<file path="config.mk">
export PLATFORM = sky130hd
export DESIGN_NAME = matrix_key_debounce_scanner_flat
export DESIGN_NICKNAME = d
export VERILOG_FILES = /design/src/mkds_pkg.sv /design/src/mkds_in_if.sv /design/src/mkds_out_if.sv /design/src/mkds_key.sv /design/src/matrix_key_debounce_scanner.sv /design/src/flat_wrapper.sv
export VERILOG_INCLUDE_DIRS = /design/src /design/src/src
export SDC_FILE = /design/constraint.sdc
export NUM_CORES = 1
export LEC_CHECK = 0
export BUFFER_PORTS_ARGS = -buffer_cell sky130_fd_sc_hd__buf_4
export CELL_PAD_IN_SITES_DETAIL_PLACEMENT = 1
export CELL_PAD_IN_SITES_GLOBAL_PLACEMENT = 1
export CORE_AREA = 2 2 298 241
export DETAILED_ROUTE_END_ITERATION = 8
export DIE_AREA = 0 0 300 243
export PLACE_DENSITY_LB_ADDON = 0.25
export SETUP_SLACK_MARGIN = 0.5
export SLEW_MARGIN = 20
export SYNTH_ARGS = -nofsm -noshare
export SYNTH_HDL_FRONTEND = slang
export SYNTH_SLANG_ARGS = --single-unit
</file>
<file path="constraint.sdc">
create_clock -name clk -period 6.5 [get_ports clk]
set_input_delay 0.325 -clock clk [delete_from_list [all_inputs] [get_ports clk]]
set_output_delay 0.325 -clock clk [all_outputs]
set_load 0.02 [all_outputs]
</file>
<file path="src/assert_macros.svh">
// Assertion helpers for the RTL file that checks its own logic.
`ifndef ASSERT_MACROS_SVH
`define ASSERT_MACROS_SVH

// Checked at every rising edge of clk while the block is out of reset.
`define ASSERT_CLK(lbl, prop, msg) \
    lbl: assert property (@(posedge clk) disable iff (!rst_n) prop) else $error(msg);

// Checked at every rising edge of clk, reset included.
`define ASSERT_ALWAYS(lbl, prop, msg) \
    lbl: assert property (@(posedge clk) prop) else $error(msg);

`endif

</file>
<file path="src/mkds_pkg.sv">
`timescale 1ns / 1ps

package mkds_pkg;

    // Default geometry of the key matrix.
    localparam int KEYS_DEFAULT    = 8;
    localparam int COLUMNS_DEFAULT = 3;
    localparam int ROWS_DEFAULT    = 6;

    // Field widths fixed by the transfer formats and the register layout.
    localparam int NOW_W        = 32;
    localparam int ROW_LEVELS_W = 18;
    localparam int KEY_INDEX_W  = 3;
    localparam int LEVELS_W     = 8;
    localparam int DEBOUNCE_W   = 16;
    localparam int MAP_ENTRIES  = 8;
    localparam int ENTRY_W      = 5;
    localparam int KEY_MAP_W    = MAP_ENTRIES * ENTRY_W;
    localparam int ROW_FIELD_W  = 3;
    localparam int COL_FIELD_W  = 2;
    // Enough for column * ROWS + row with the largest row and column fields.
    localparam int SEL_W        = 5;

    // Configuration port.
    localparam int CFG_INDEX_W = 1;
    localparam int CFG_DATA_W  = KEY_MAP_W;

    localparam logic [CFG_INDEX_W-1:0] CFG_DEBOUNCE_MS = 1'd0;
    localparam logic [CFG_INDEX_W-1:0] CFG_KEY_MAP     = 1'd1;

    localparam logic [DEBOUNCE_W-1:0] DEBOUNCE_RESET = 16'd50;
    localparam logic [KEY_MAP_W-1:0]  KEY_MAP_RESET  = 40'd317895759507;

    // Item commands.
    localparam logic CMD_SCAN  = 1'b0;
    localparam logic CMD_QUERY = 1'b1;

    // Control handed to one key's debounce cell for the item in flight.
    typedef struct packed {
        logic                  scan_en;
        logic                  clear_en;
        logic                  reading;
        logic [NOW_W-1:0]      now_ms;
        logic [DEBOUNCE_W-1:0] debounce_ms;
    } key_ctl_t;

endpackage

</file>
<file path="src/mkds_in_if.sv">
`timescale 1ns / 1ps

interface mkds_in_if;

    logic                                 valid;
    logic                                 ready;
    logic                                 command;
    logic [mkds_pkg::NOW_W-1:0]           now_ms;
    logic [mkds_pkg::ROW_LEVELS_W-1:0]    row_levels;
    logic [mkds_pkg::KEY_INDEX_W-1:0]     key_index;

    modport source (output valid, command, now_ms, row_levels, key_index, input ready);
    modport sink   (input valid, command, now_ms, row_levels, key_index, output ready);

endinterface

</file>
<file path="src/mkds_out_if.sv">
`timescale 1ns / 1ps

interface mkds_out_if;

    logic                           valid;
    logic                           ready;
    logic                           pressed;
    logic [mkds_pkg::LEVELS_W-1:0]  key_levels;

    modport source (output valid, pressed, key_levels, input ready);
    modport sink   (input valid, pressed, key_levels, output ready);

endinterface

</file>
<file path="src/mkds_key.sv">
`timescale 1ns / 1ps

// Debounce state of one key: raw level, accepted level, press flag and the
// timestamp of the last raw change.
module mkds_key
(
    input  logic               clk,
    input  logic               rst_n,
    input  mkds_pkg::key_ctl_t ctl,
    output logic               stable,
    output logic               stable_next,
    output logic               flag
);

    logic                       raw_reg;
    logic                       raw_next;
    logic                       stable_reg;
    logic                       flag_reg;
    logic                       flag_next;
    logic [mkds_pkg::NOW_W-1:0] change_time_reg;
    logic [mkds_pkg::NOW_W-1:0] change_time_next;
    logic [mkds_pkg::NOW_W-1:0] elapsed;
    logic                       changed;
    logic                       settled;

    always_comb
    begin
        changed = ctl.reading != raw_reg;
        elapsed = ctl.now_ms - change_time_reg;
        // A fresh change has zero elapsed time, so it settles only with no debounce.
        if (changed)
        begin
            settled = ctl.debounce_ms == '0;
        end
        else
        begin
            settled = elapsed >= mkds_pkg::NOW_W'(ctl.debounce_ms);
        end

        raw_next         = raw_reg;
        change_time_next = change_time_reg;
        stable_next      = stable_reg;
        flag_next        = flag_reg;

        if (ctl.scan_en)
        begin
            if (changed)
            begin
                raw_next         = ctl.reading;
                change_time_next = ctl.now_ms;
            end
            if (settled && (stable_reg != ctl.reading))
            begin
                stable_next = ctl.reading;
                if (!ctl.reading)
                begin
                    flag_next = 1'b1;
                end
            end
        end
        if (ctl.clear_en)
        begin
            flag_next = 1'b0;
        end
    end

    always_ff @(posedge clk or negedge rst_n)
    begin
        if (!rst_n)
        begin
            raw_reg         <= 1'b1;
            stable_reg      <= 1'b1;
            flag_reg        <= 1'b0;
            change_time_reg <= '0;
        end
        else
        begin
            raw_reg         <= raw_next;
            stable_reg      <= stable_next;
            flag_reg        <= flag_next;
            change_time_reg <= change_time_next;
        end
    end

    assign stable = stable_reg;
    assign flag   = flag_reg;

endmodule

</file>
<file path="src/matrix_key_debounce_scanner.sv">
`timescale 1ns / 1ps

// Channel     Direction  Handshake      Payload
// scan_in     in         valid/ready    command, now_ms, row_levels, key_index
// result_out  out        valid/ready    pressed, key_levels
// config      in         cfg_we         cfg_index, cfg_data (write only)
//
// Each item passes through the input register and then the result register on its way
// to its result. A new item is accepted every cycle while result_out takes results;
// the per-key update between the two registers is combinational.
// Reset is asynchronous and active low and takes effect at once; no clearing pass.
// A stall on result_out holds the result and the item behind it, and scan_in
// drops ready only when both stages are full.

`include "assert_macros.svh"

module matrix_key_debounce_scanner
#(
    parameter int KEYS    = mkds_pkg::KEYS_DEFAULT,
    parameter int COLUMNS = mkds_pkg::COLUMNS_DEFAULT,
    parameter int ROWS    = mkds_pkg::ROWS_DEFAULT
)
(
    input  logic                                clk,
    input  logic                                rst_n,
    input  logic                                cfg_we,
    input  logic [mkds_pkg::CFG_INDEX_W-1:0]    cfg_index,
    input  logic [mkds_pkg::CFG_DATA_W-1:0]     cfg_data,
    mkds_in_if.sink                             scan_in,
    mkds_out_if.source                          result_out
);

    // Configuration registers.
    logic [mkds_pkg::DEBOUNCE_W-1:0] debounce_ms_reg;
    logic [mkds_pkg::KEY_MAP_W-1:0]  key_map_reg;

    // Input stage.
    logic                                s1_valid_reg;
    logic                                s1_command_reg;
    logic [mkds_pkg::NOW_W-1:0]          s1_now_ms_reg;
    logic [mkds_pkg::ROW_LEVELS_W-1:0]   s1_row_levels_reg;
    logic [mkds_pkg::KEY_INDEX_W-1:0]    s1_key_index_reg;
    logic                                s1_advance;
    logic                                in_accept;

    // Result stage.
    logic                                out_valid_reg;
    logic                                pressed_reg;
    logic                                pressed_next;
    logic [mkds_pkg::LEVELS_W-1:0]       key_levels_reg;

    // Per-key state views.
    logic [KEYS-1:0]                     stable_vec;
    logic [KEYS-1:0]                     stable_next_vec;
    logic [KEYS-1:0]                     flag_vec;
    logic [mkds_pkg::LEVELS_W-1:0]       stable8;
    logic [mkds_pkg::LEVELS_W-1:0]       stable_next8;
    logic [mkds_pkg::LEVELS_W-1:0]       flag8;

    logic scan_go;
    logic query_go;

    // The input stage moves on whenever the result register is free or being taken.
    assign s1_advance = s1_valid_reg && (!out_valid_reg || result_out.ready);
    assign scan_in.ready = !s1_valid_reg || s1_advance;
    assign in_accept = scan_in.valid && scan_in.ready;

    assign scan_go  = s1_advance && (s1_command_reg == mkds_pkg::CMD_SCAN);
    assign query_go = s1_advance && (s1_command_reg == mkds_pkg::CMD_QUERY);

    // Configuration writes; an index beyond the list is ignored by construction.
    always_ff @(posedge clk or negedge rst_n)
    begin
        if (!rst_n)
        begin
            debounce_ms_reg <= mkds_pkg::DEBOUNCE_RESET;
            key_map_reg     <= mkds_pkg::KEY_MAP_RESET;
        end
        else if (cfg_we)
        begin
            unique case (cfg_index)
                mkds_pkg::CFG_DEBOUNCE_MS:
                begin
                    debounce_ms_reg <= cfg_data[mkds_pkg::DEBOUNCE_W-1:0];
                end
                mkds_pkg::CFG_KEY_MAP:
                begin
                    key_map_reg <= cfg_data[mkds_pkg::KEY_MAP_W-1:0];
                end
                default:
                begin
                    debounce_ms_reg <= debounce_ms_reg;
                end
            endcase
        end
    end

    // Input register: the valid flag is control, the payload loads on each transfer.
    always_ff @(posedge clk or negedge rst_n)
    begin
        if (!rst_n)
        begin
            s1_valid_reg <= 1'b0;
        end
        else if (scan_in.ready)
        begin
            s1_valid_reg <= scan_in.valid;
        end
    end

    always_ff @(posedge clk)
    begin
        if (in_accept)
        begin
            s1_command_reg    <= scan_in.command;
            s1_now_ms_reg     <= scan_in.now_ms;
            s1_row_levels_reg <= scan_in.row_levels;
            s1_key_index_reg  <= scan_in.key_index;
        end
    end

    // One debounce cell per key. Keys without a map entry, and keys mapped
    // outside the matrix, are never touched by a scan and keep their state.
    for (genvar k = 0; k < KEYS; k++)
    begin : g_key
        logic                              in_scope;
        logic                              reading;
        mkds_pkg::key_ctl_t                ctl;

        if (k < mkds_pkg::MAP_ENTRIES)
        begin : g_mapped
            logic [mkds_pkg::ENTRY_W-1:0]      entry;
            logic [mkds_pkg::ROW_FIELD_W-1:0]  row;
            logic [mkds_pkg::COL_FIELD_W-1:0]  col;
            logic [mkds_pkg::SEL_W-1:0]        sel;

            assign entry = key_map_reg[mkds_pkg::ENTRY_W*k +: mkds_pkg::ENTRY_W];
            assign row   = entry[mkds_pkg::ROW_FIELD_W-1:0];
            assign col   = entry[mkds_pkg::ENTRY_W-1:mkds_pkg::ROW_FIELD_W];
            assign sel   = mkds_pkg::SEL_W'(col) * mkds_pkg::SEL_W'(ROWS)
                         + mkds_pkg::SEL_W'(row);
            assign in_scope = (int'(row) < ROWS) && (int'(col) < COLUMNS)
                            && (int'(sel) < mkds_pkg::ROW_LEVELS_W);
            assign reading  = in_scope ? s1_row_levels_reg[sel] : 1'b1;
        end
        else
        begin : g_unmapped
            assign in_scope = 1'b0;
            assign reading  = 1'b1;
        end

        assign ctl.scan_en     = scan_go && in_scope;
        assign ctl.clear_en    = query_go && (int'(s1_key_index_reg) == k);
        assign ctl.reading     = reading;
        assign ctl.now_ms      = s1_now_ms_reg;
        assign ctl.debounce_ms = debounce_ms_reg;

        mkds_key u_key
        (
            .clk         (clk),
            .rst_n       (rst_n),
            .ctl         (ctl),
            .stable      (stable_vec[k]),
            .stable_next (stable_next_vec[k]),
            .flag        (flag_vec[k])
        );
    end

    // Result-width views; keys beyond KEYS read as zero.
    for (genvar i = 0; i < mkds_pkg::LEVELS_W; i++)
    begin : g_view
        if (i < KEYS)
        begin : g_present
            assign stable8[i]      = stable_vec[i];
            assign stable_next8[i] = stable_next_vec[i];
            assign flag8[i]        = flag_vec[i];
        end
        else
        begin : g_absent
            assign stable8[i]      = 1'b0;
            assign stable_next8[i] = 1'b0;
            assign flag8[i]        = 1'b0;
        end
    end

    // A query returns the flag as it stood before the clear; a scan returns zero.
    assign pressed_next = (s1_command_reg == mkds_pkg::CMD_QUERY) ?
                          flag8[s1_key_index_reg] : 1'b0;

    // Result register.
    always_ff @(posedge clk or negedge rst_n)
    begin
        if (!rst_n)
        begin
            out_valid_reg <= 1'b0;
        end
        else if (s1_advance)
        begin
            out_valid_reg <= 1'b1;
        end
        else if (result_out.ready)
        begin
            out_valid_reg <= 1'b0;
        end
    end

    always_ff @(posedge clk)
    begin
        if (s1_advance)
        begin
            pressed_reg    <= pressed_next;
            key_levels_reg <= stable_next8;
        end
    end

    assign result_out.valid      = out_valid_reg;
    assign result_out.pressed    = pressed_reg;
    assign result_out.key_levels = key_levels_reg;

    // An item waiting behind a stalled result is never dropped.
    `ASSERT_CLK(a_stage_holds, s1_valid_reg && !s1_advance |=> s1_valid_reg, "item lost in input stage")

    // A query leaves the asked key's press flag clear.
    `ASSERT_CLK(a_query_clears, query_go |=> !flag8[$past(s1_key_index_reg)], "press flag not cleared")

    // Every key whose debounced level has just fallen has its press flag set.
    `ASSERT_CLK(a_fall_flags, ($past(stable8) & ~stable8 & ~flag8) == '0, "fall without press flag")

    // No result can appear while reset is held.
    `ASSERT_ALWAYS(a_reset_quiet, !rst_n |=> !result_out.valid, "result during reset")

endmodule

</file>
<file path="src/flat_wrapper.sv">
// flat-port wrapper written by rule: the top's interface ports become plain ports
module matrix_key_debounce_scanner_flat 
#(
    parameter int KEYS    = mkds_pkg::KEYS_DEFAULT,
    parameter int COLUMNS = mkds_pkg::COLUMNS_DEFAULT,
    parameter int ROWS    = mkds_pkg::ROWS_DEFAULT
)
  (clk, rst_n, cfg_we, cfg_index, cfg_data, scan_in_valid, scan_in_command, scan_in_now_ms, scan_in_row_levels, scan_in_key_index, scan_in_ready, result_out_valid, result_out_pressed, result_out_key_levels, result_out_ready);
  mkds_in_if scan_in_i ();
  mkds_out_if result_out_i ();
  input  logic clk;
  input  logic rst_n;
  input  logic cfg_we;
  input  logic [mkds_pkg::CFG_INDEX_W-1:0] cfg_index;
  input  logic [mkds_pkg::CFG_DATA_W-1:0] cfg_data;
  input wire logic [$bits(scan_in_i.valid)-1:0] scan_in_valid;
  input wire logic [$bits(scan_in_i.command)-1:0] scan_in_command;
  input wire logic [$bits(scan_in_i.now_ms)-1:0] scan_in_now_ms;
  input wire logic [$bits(scan_in_i.row_levels)-1:0] scan_in_row_levels;
  input wire logic [$bits(scan_in_i.key_index)-1:0] scan_in_key_index;
  output wire logic [$bits(scan_in_i.ready)-1:0] scan_in_ready;
  output wire logic [$bits(result_out_i.valid)-1:0] result_out_valid;
  output wire logic [$bits(result_out_i.pressed)-1:0] result_out_pressed;
  output wire logic [$bits(result_out_i.key_levels)-1:0] result_out_key_levels;
  input wire logic [$bits(result_out_i.ready)-1:0] result_out_ready;
  assign scan_in_i.valid = scan_in_valid;
  assign scan_in_i.command = scan_in_command;
  assign scan_in_i.now_ms = scan_in_now_ms;
  assign scan_in_i.row_levels = scan_in_row_levels;
  assign scan_in_i.key_index = scan_in_key_index;
  assign scan_in_ready = scan_in_i.ready;
  assign result_out_valid = result_out_i.valid;
  assign result_out_pressed = result_out_i.pressed;
  assign result_out_key_levels = result_out_i.key_levels;
  assign result_out_i.ready = result_out_ready;
  matrix_key_debounce_scanner #(.KEYS(KEYS), .COLUMNS(COLUMNS), .ROWS(ROWS)) u_core (.clk(clk), .rst_n(rst_n), .cfg_we(cfg_we), .cfg_index(cfg_index), .cfg_data(cfg_data), .scan_in(scan_in_i), .result_out(result_out_i));
endmodule
</file>
==> results.txt <==
Max Fclk: 0.182 GHz
Max stage delay on crit path: 0.61 ns
final core utilization: 56.4%
worst path setup slack after routing: 0.993 ns
setup TNS: 0 ns
reported leakage power: 17.7 nW
area grow syn2layout: 13.5%
GRT Overall Usage: 35.2%
final cell count without fillers: 5,072
number of port buffers: 110
via count of the first global-routing pass: 33.1k
class of the worst hold path: input port to flop
clock latency on the worst-skew pair: 0.64 ns
synth top area cells: sky130_fd_sc_hd__dfrtp_1 22%, sky130_fd_sc_hd__ha_1 15%, sky130_fd_sc_hd__mux2_2 5.7%
Post-synth top flop: sky130_fd_sc_hd__dfrtp_1
CTS Buf Count: 49
average detailed-routed wire length per instance: 25.5 um
first-pass GRT wire length: 200,000 um
root buffer cell: sky130_fd_sc_hd__clkbuf_16
Post-synth top cells: 408 x sky130_fd_sc_hd__ha_1, 360 x sky130_fd_sc_hd__inv_1, 334 x sky130_fd_sc_hd__nand2_1
post-route fraction of the period consumed by the critical path: 84.7%
sum of overflow across all layers after global routing: 0
Layout Skew: 0.0370 ns
critical-path cell list: inv_1 -> ha_1 -> fa_1 -> nor2b_1 -> o31a_1 -> a2111oi_0 -> nor2_1 -> a31oi_1 -> o21bai_1 -> xor2_1 -> ha_1 -> a21oi_1 -> o22ai_1 -> nor3_1 -> o2111ai_1 -> or3_1 -> or4_1 -> nor4_2 -> mux2_1 -> nand2_1
die area: 72,900 um^2
final critical delay including setup and external delays: 5.51 ns
Placement Setup Slack: 0.875 ns
pwr dens: 513 nW/um^2
CP Data Required Time: 7.00 ns
critical path fanouts, max: 12
GPL Wtd Cong: 0.949
detailed-route via count: 32.4k
clock tree sinks: 401
fillcell total: 8,104
slew at the pin closest to its max-slew limit: 1.24 ns
htree depth: 2
relative max-transition margin: 17.3%
Worst setup SP type: flop
yosys warns: 0
Detail Placement HPWL: 91,800 um
number of nets still failing antenna checks after routing: 0
Post-synth EDFFs: 63
detailed-router iteration count before antenna repair: 6
clock buffer depth: 3
flip-flop count of the largest register, all copies and words added: 256
post-detailed-route via-to-cell ratio: 6.39
layout cell share with drive strength beyond 1: 13.2%
FFs w/ async S/R, synth: 84.3%
cell type contributing the most total cell area after synthesis: sky130_fd_sc_hd__dfrtp_1
Total Routed Length: 130,000 um
number of failing hold endpoints at the final stage: 0
final setup vio count: 0
detailed route wirelength on metal2: 57,300 um
clock-pin slew on the worst setup and hold paths: 0.07 ns
unrepaired setup endpoints after global routing: false
result of the run: complete, no violations
maximum number of pins on one net before global-route repair: 136
cell area after technology mapping: 34,800 um^2
final count of pins violating max slew: 0
cell with the largest stage delay on the worst path: sky130_fd_sc_hd__a2111oi_0
share of Yosys cell area claimed by the top area cell type: 22.0%
drt first-iter violations: 2,623
die extent in x: 300 um
Avg Cell Area, Syn: 8.89 um^2
crit path kind: flop to flop
crit end category: flop
instance count after placement with tap cells included: 4,876
Die H: 243 um
cell with the most instances after synthesis: sky130_fd_sc_hd__ha_1
maximum vdd ir drop: 0.000270 V
sequential element share of the synthesized area: 29.9%
number of maximum-capacitance constraint violations: 0
Total Power: 20.2 mW
net count after synthesis: 4,432
WL met3: 9860 um
most common cell type on the critical path: sky130_fd_sc_hd__ha_1
nets: 4,621
final routed DRC violation total: 0
antenna violations before repair: 8
flop and latch count out of synthesis: 401
ports placed on the boundary: 111
top sig layer: met5
CTS tree: done
initial cell density of the core: 49.7%
routed length on met1: 56,100 um
count of unique library cells instantiated by Yosys: 92
CP arrival: 6.00 ns
number of instances in the synthesized netlist: 3,908
core region area: 69,900 um^2
row count: 87
-- metrics by stage --
stage / hold WS (ns) / area, um^2
6_report: 0.261 / 39400
5_1_grt: 0.291 / 39400
4_1_cts: 0.204 / 39400
3_5_place_dp: 0.411 / 36800
3_3_place_gp: 0.405 / 36800
2_1_floorplan: 0.0294 / 34800
-- path summary, 6_finish.rpt --
| check | start | endpoint | slack, ns | cells past startpoint |
|---|---|---|---|---|
| hold / removal | cfg_index | u_core.debounce_ms_reg[1] | 0.26 | 5 |
| setup reg to reg | u_core.s1_now_ms_reg[0] | u_core.result_out.key_levels[6] | 0.99 | 20 |
| setup / recovery | u_core.s1_now_ms_reg[0] | u_core.result_out.key_levels[6] | 0.99 | 20 |
| max in group asynchronous | rst_n | u_core.g_key[0].u_key.change_time_reg[26] | 4.86 | 3 |
| hold reg to reg | u_core.g_key[0].u_key.change_time_reg[16] | u_core.g_key[0].u_key.change_time_reg[16] | 0.50 | 1 |
| min in group asynchronous | rst_n | u_core.g_key[4].u_key.change_time_reg[26] | 0.30 | 2 |
-- power by group --
part	total, mW	switching (mW)	internal (mW)
clock	2.92	1.28	1.65
sequential	4.13	0.587	3.54
combinational	13.2	7.74	5.45
total	20.2	9.61	10.6
-- cell usage in the layout (no fill, tap or decap), types with 97 or more instances in the layout --
master and count:
sky130_fd_sc_hd__mux2_2 175, sky130_fd_sc_hd__dlygate4sd3_1 97, sky130_fd_sc_hd__buf_4 177, sky130_fd_sc_hd__a21oi_1 293, sky130_fd_sc_hd__inv_1 360, sky130_fd_sc_hd__dfrtp_1 306, sky130_fd_sc_hd__o21ai_0 292, sky130_fd_sc_hd__ha_1 408
sky130_fd_sc_hd__nand2_1 333, sky130_fd_sc_hd__nor2_1 186, sky130_fd_sc_hd__xnor2_1 133, sky130_fd_sc_hd__a21o_1 138
-- logic make-up (layout without fill, tap and decap cells) --
kind of cell | count (synthesis) | after routing | synth area share (%)
compound gates | 1155 | 1155 | 21.3
simple gates | 1004 | 1004 | 14.3
buf+inv | 500 | 729 | 5.43
fa+ha+maj | 424 | 424 | 15.6
flops | 401 | 401 | 29.9
mux | 236 | 236 | 8.69
xor+xnor | 188 | 188 | 4.76
other cells | 0 | 1 | 0
-- layer usage --
metal	global-route usage, %	vias to the layer above
li1	-	14600
met1	47.3	16200
met2	55.0	1196
met3	6.86	344
met4	15.3	8
met5	0	-
-- critical path, delay by kind of cell (launching register included) --
family | cells | cell delay (ns)
XOR/XNOR | 1 | 0.14
adder cells (fa/ha/maj) | 3 | 0.82
AO/OA/AOI/OAI | 7 | 1.53
buffers and inverters | 1 | 0.36
multiplexers | 1 | 0.37
flip-flops | 1 | 0.46
AND/OR/NAND/NOR | 7 | 1.70
-- cell type report --
cell class	instances	area (um^2)	share of cell area, %
Clock buffer	67	1410	3.56
Inverter	360	1350	3.43
Multi-Input combinational cell	3007	22500	57.1
Tap cell	934	1170	2.96
Timing Repair Buffer	278	2370	6.02
Clock inverter	24	238	0.603
Antenna cell	1	2.50	0.00634
Sequential cell	401	10400	26.3
-- timing repair --
item                                    CTS  global route
endpoints found under the setup margin    0             6
setup buffers                             0             7
hold endpoints to repair                192             0
resized for setup                         0             1
hold buffers                             97             0
No activity file was read; power rests on OpenSTA's default activity.
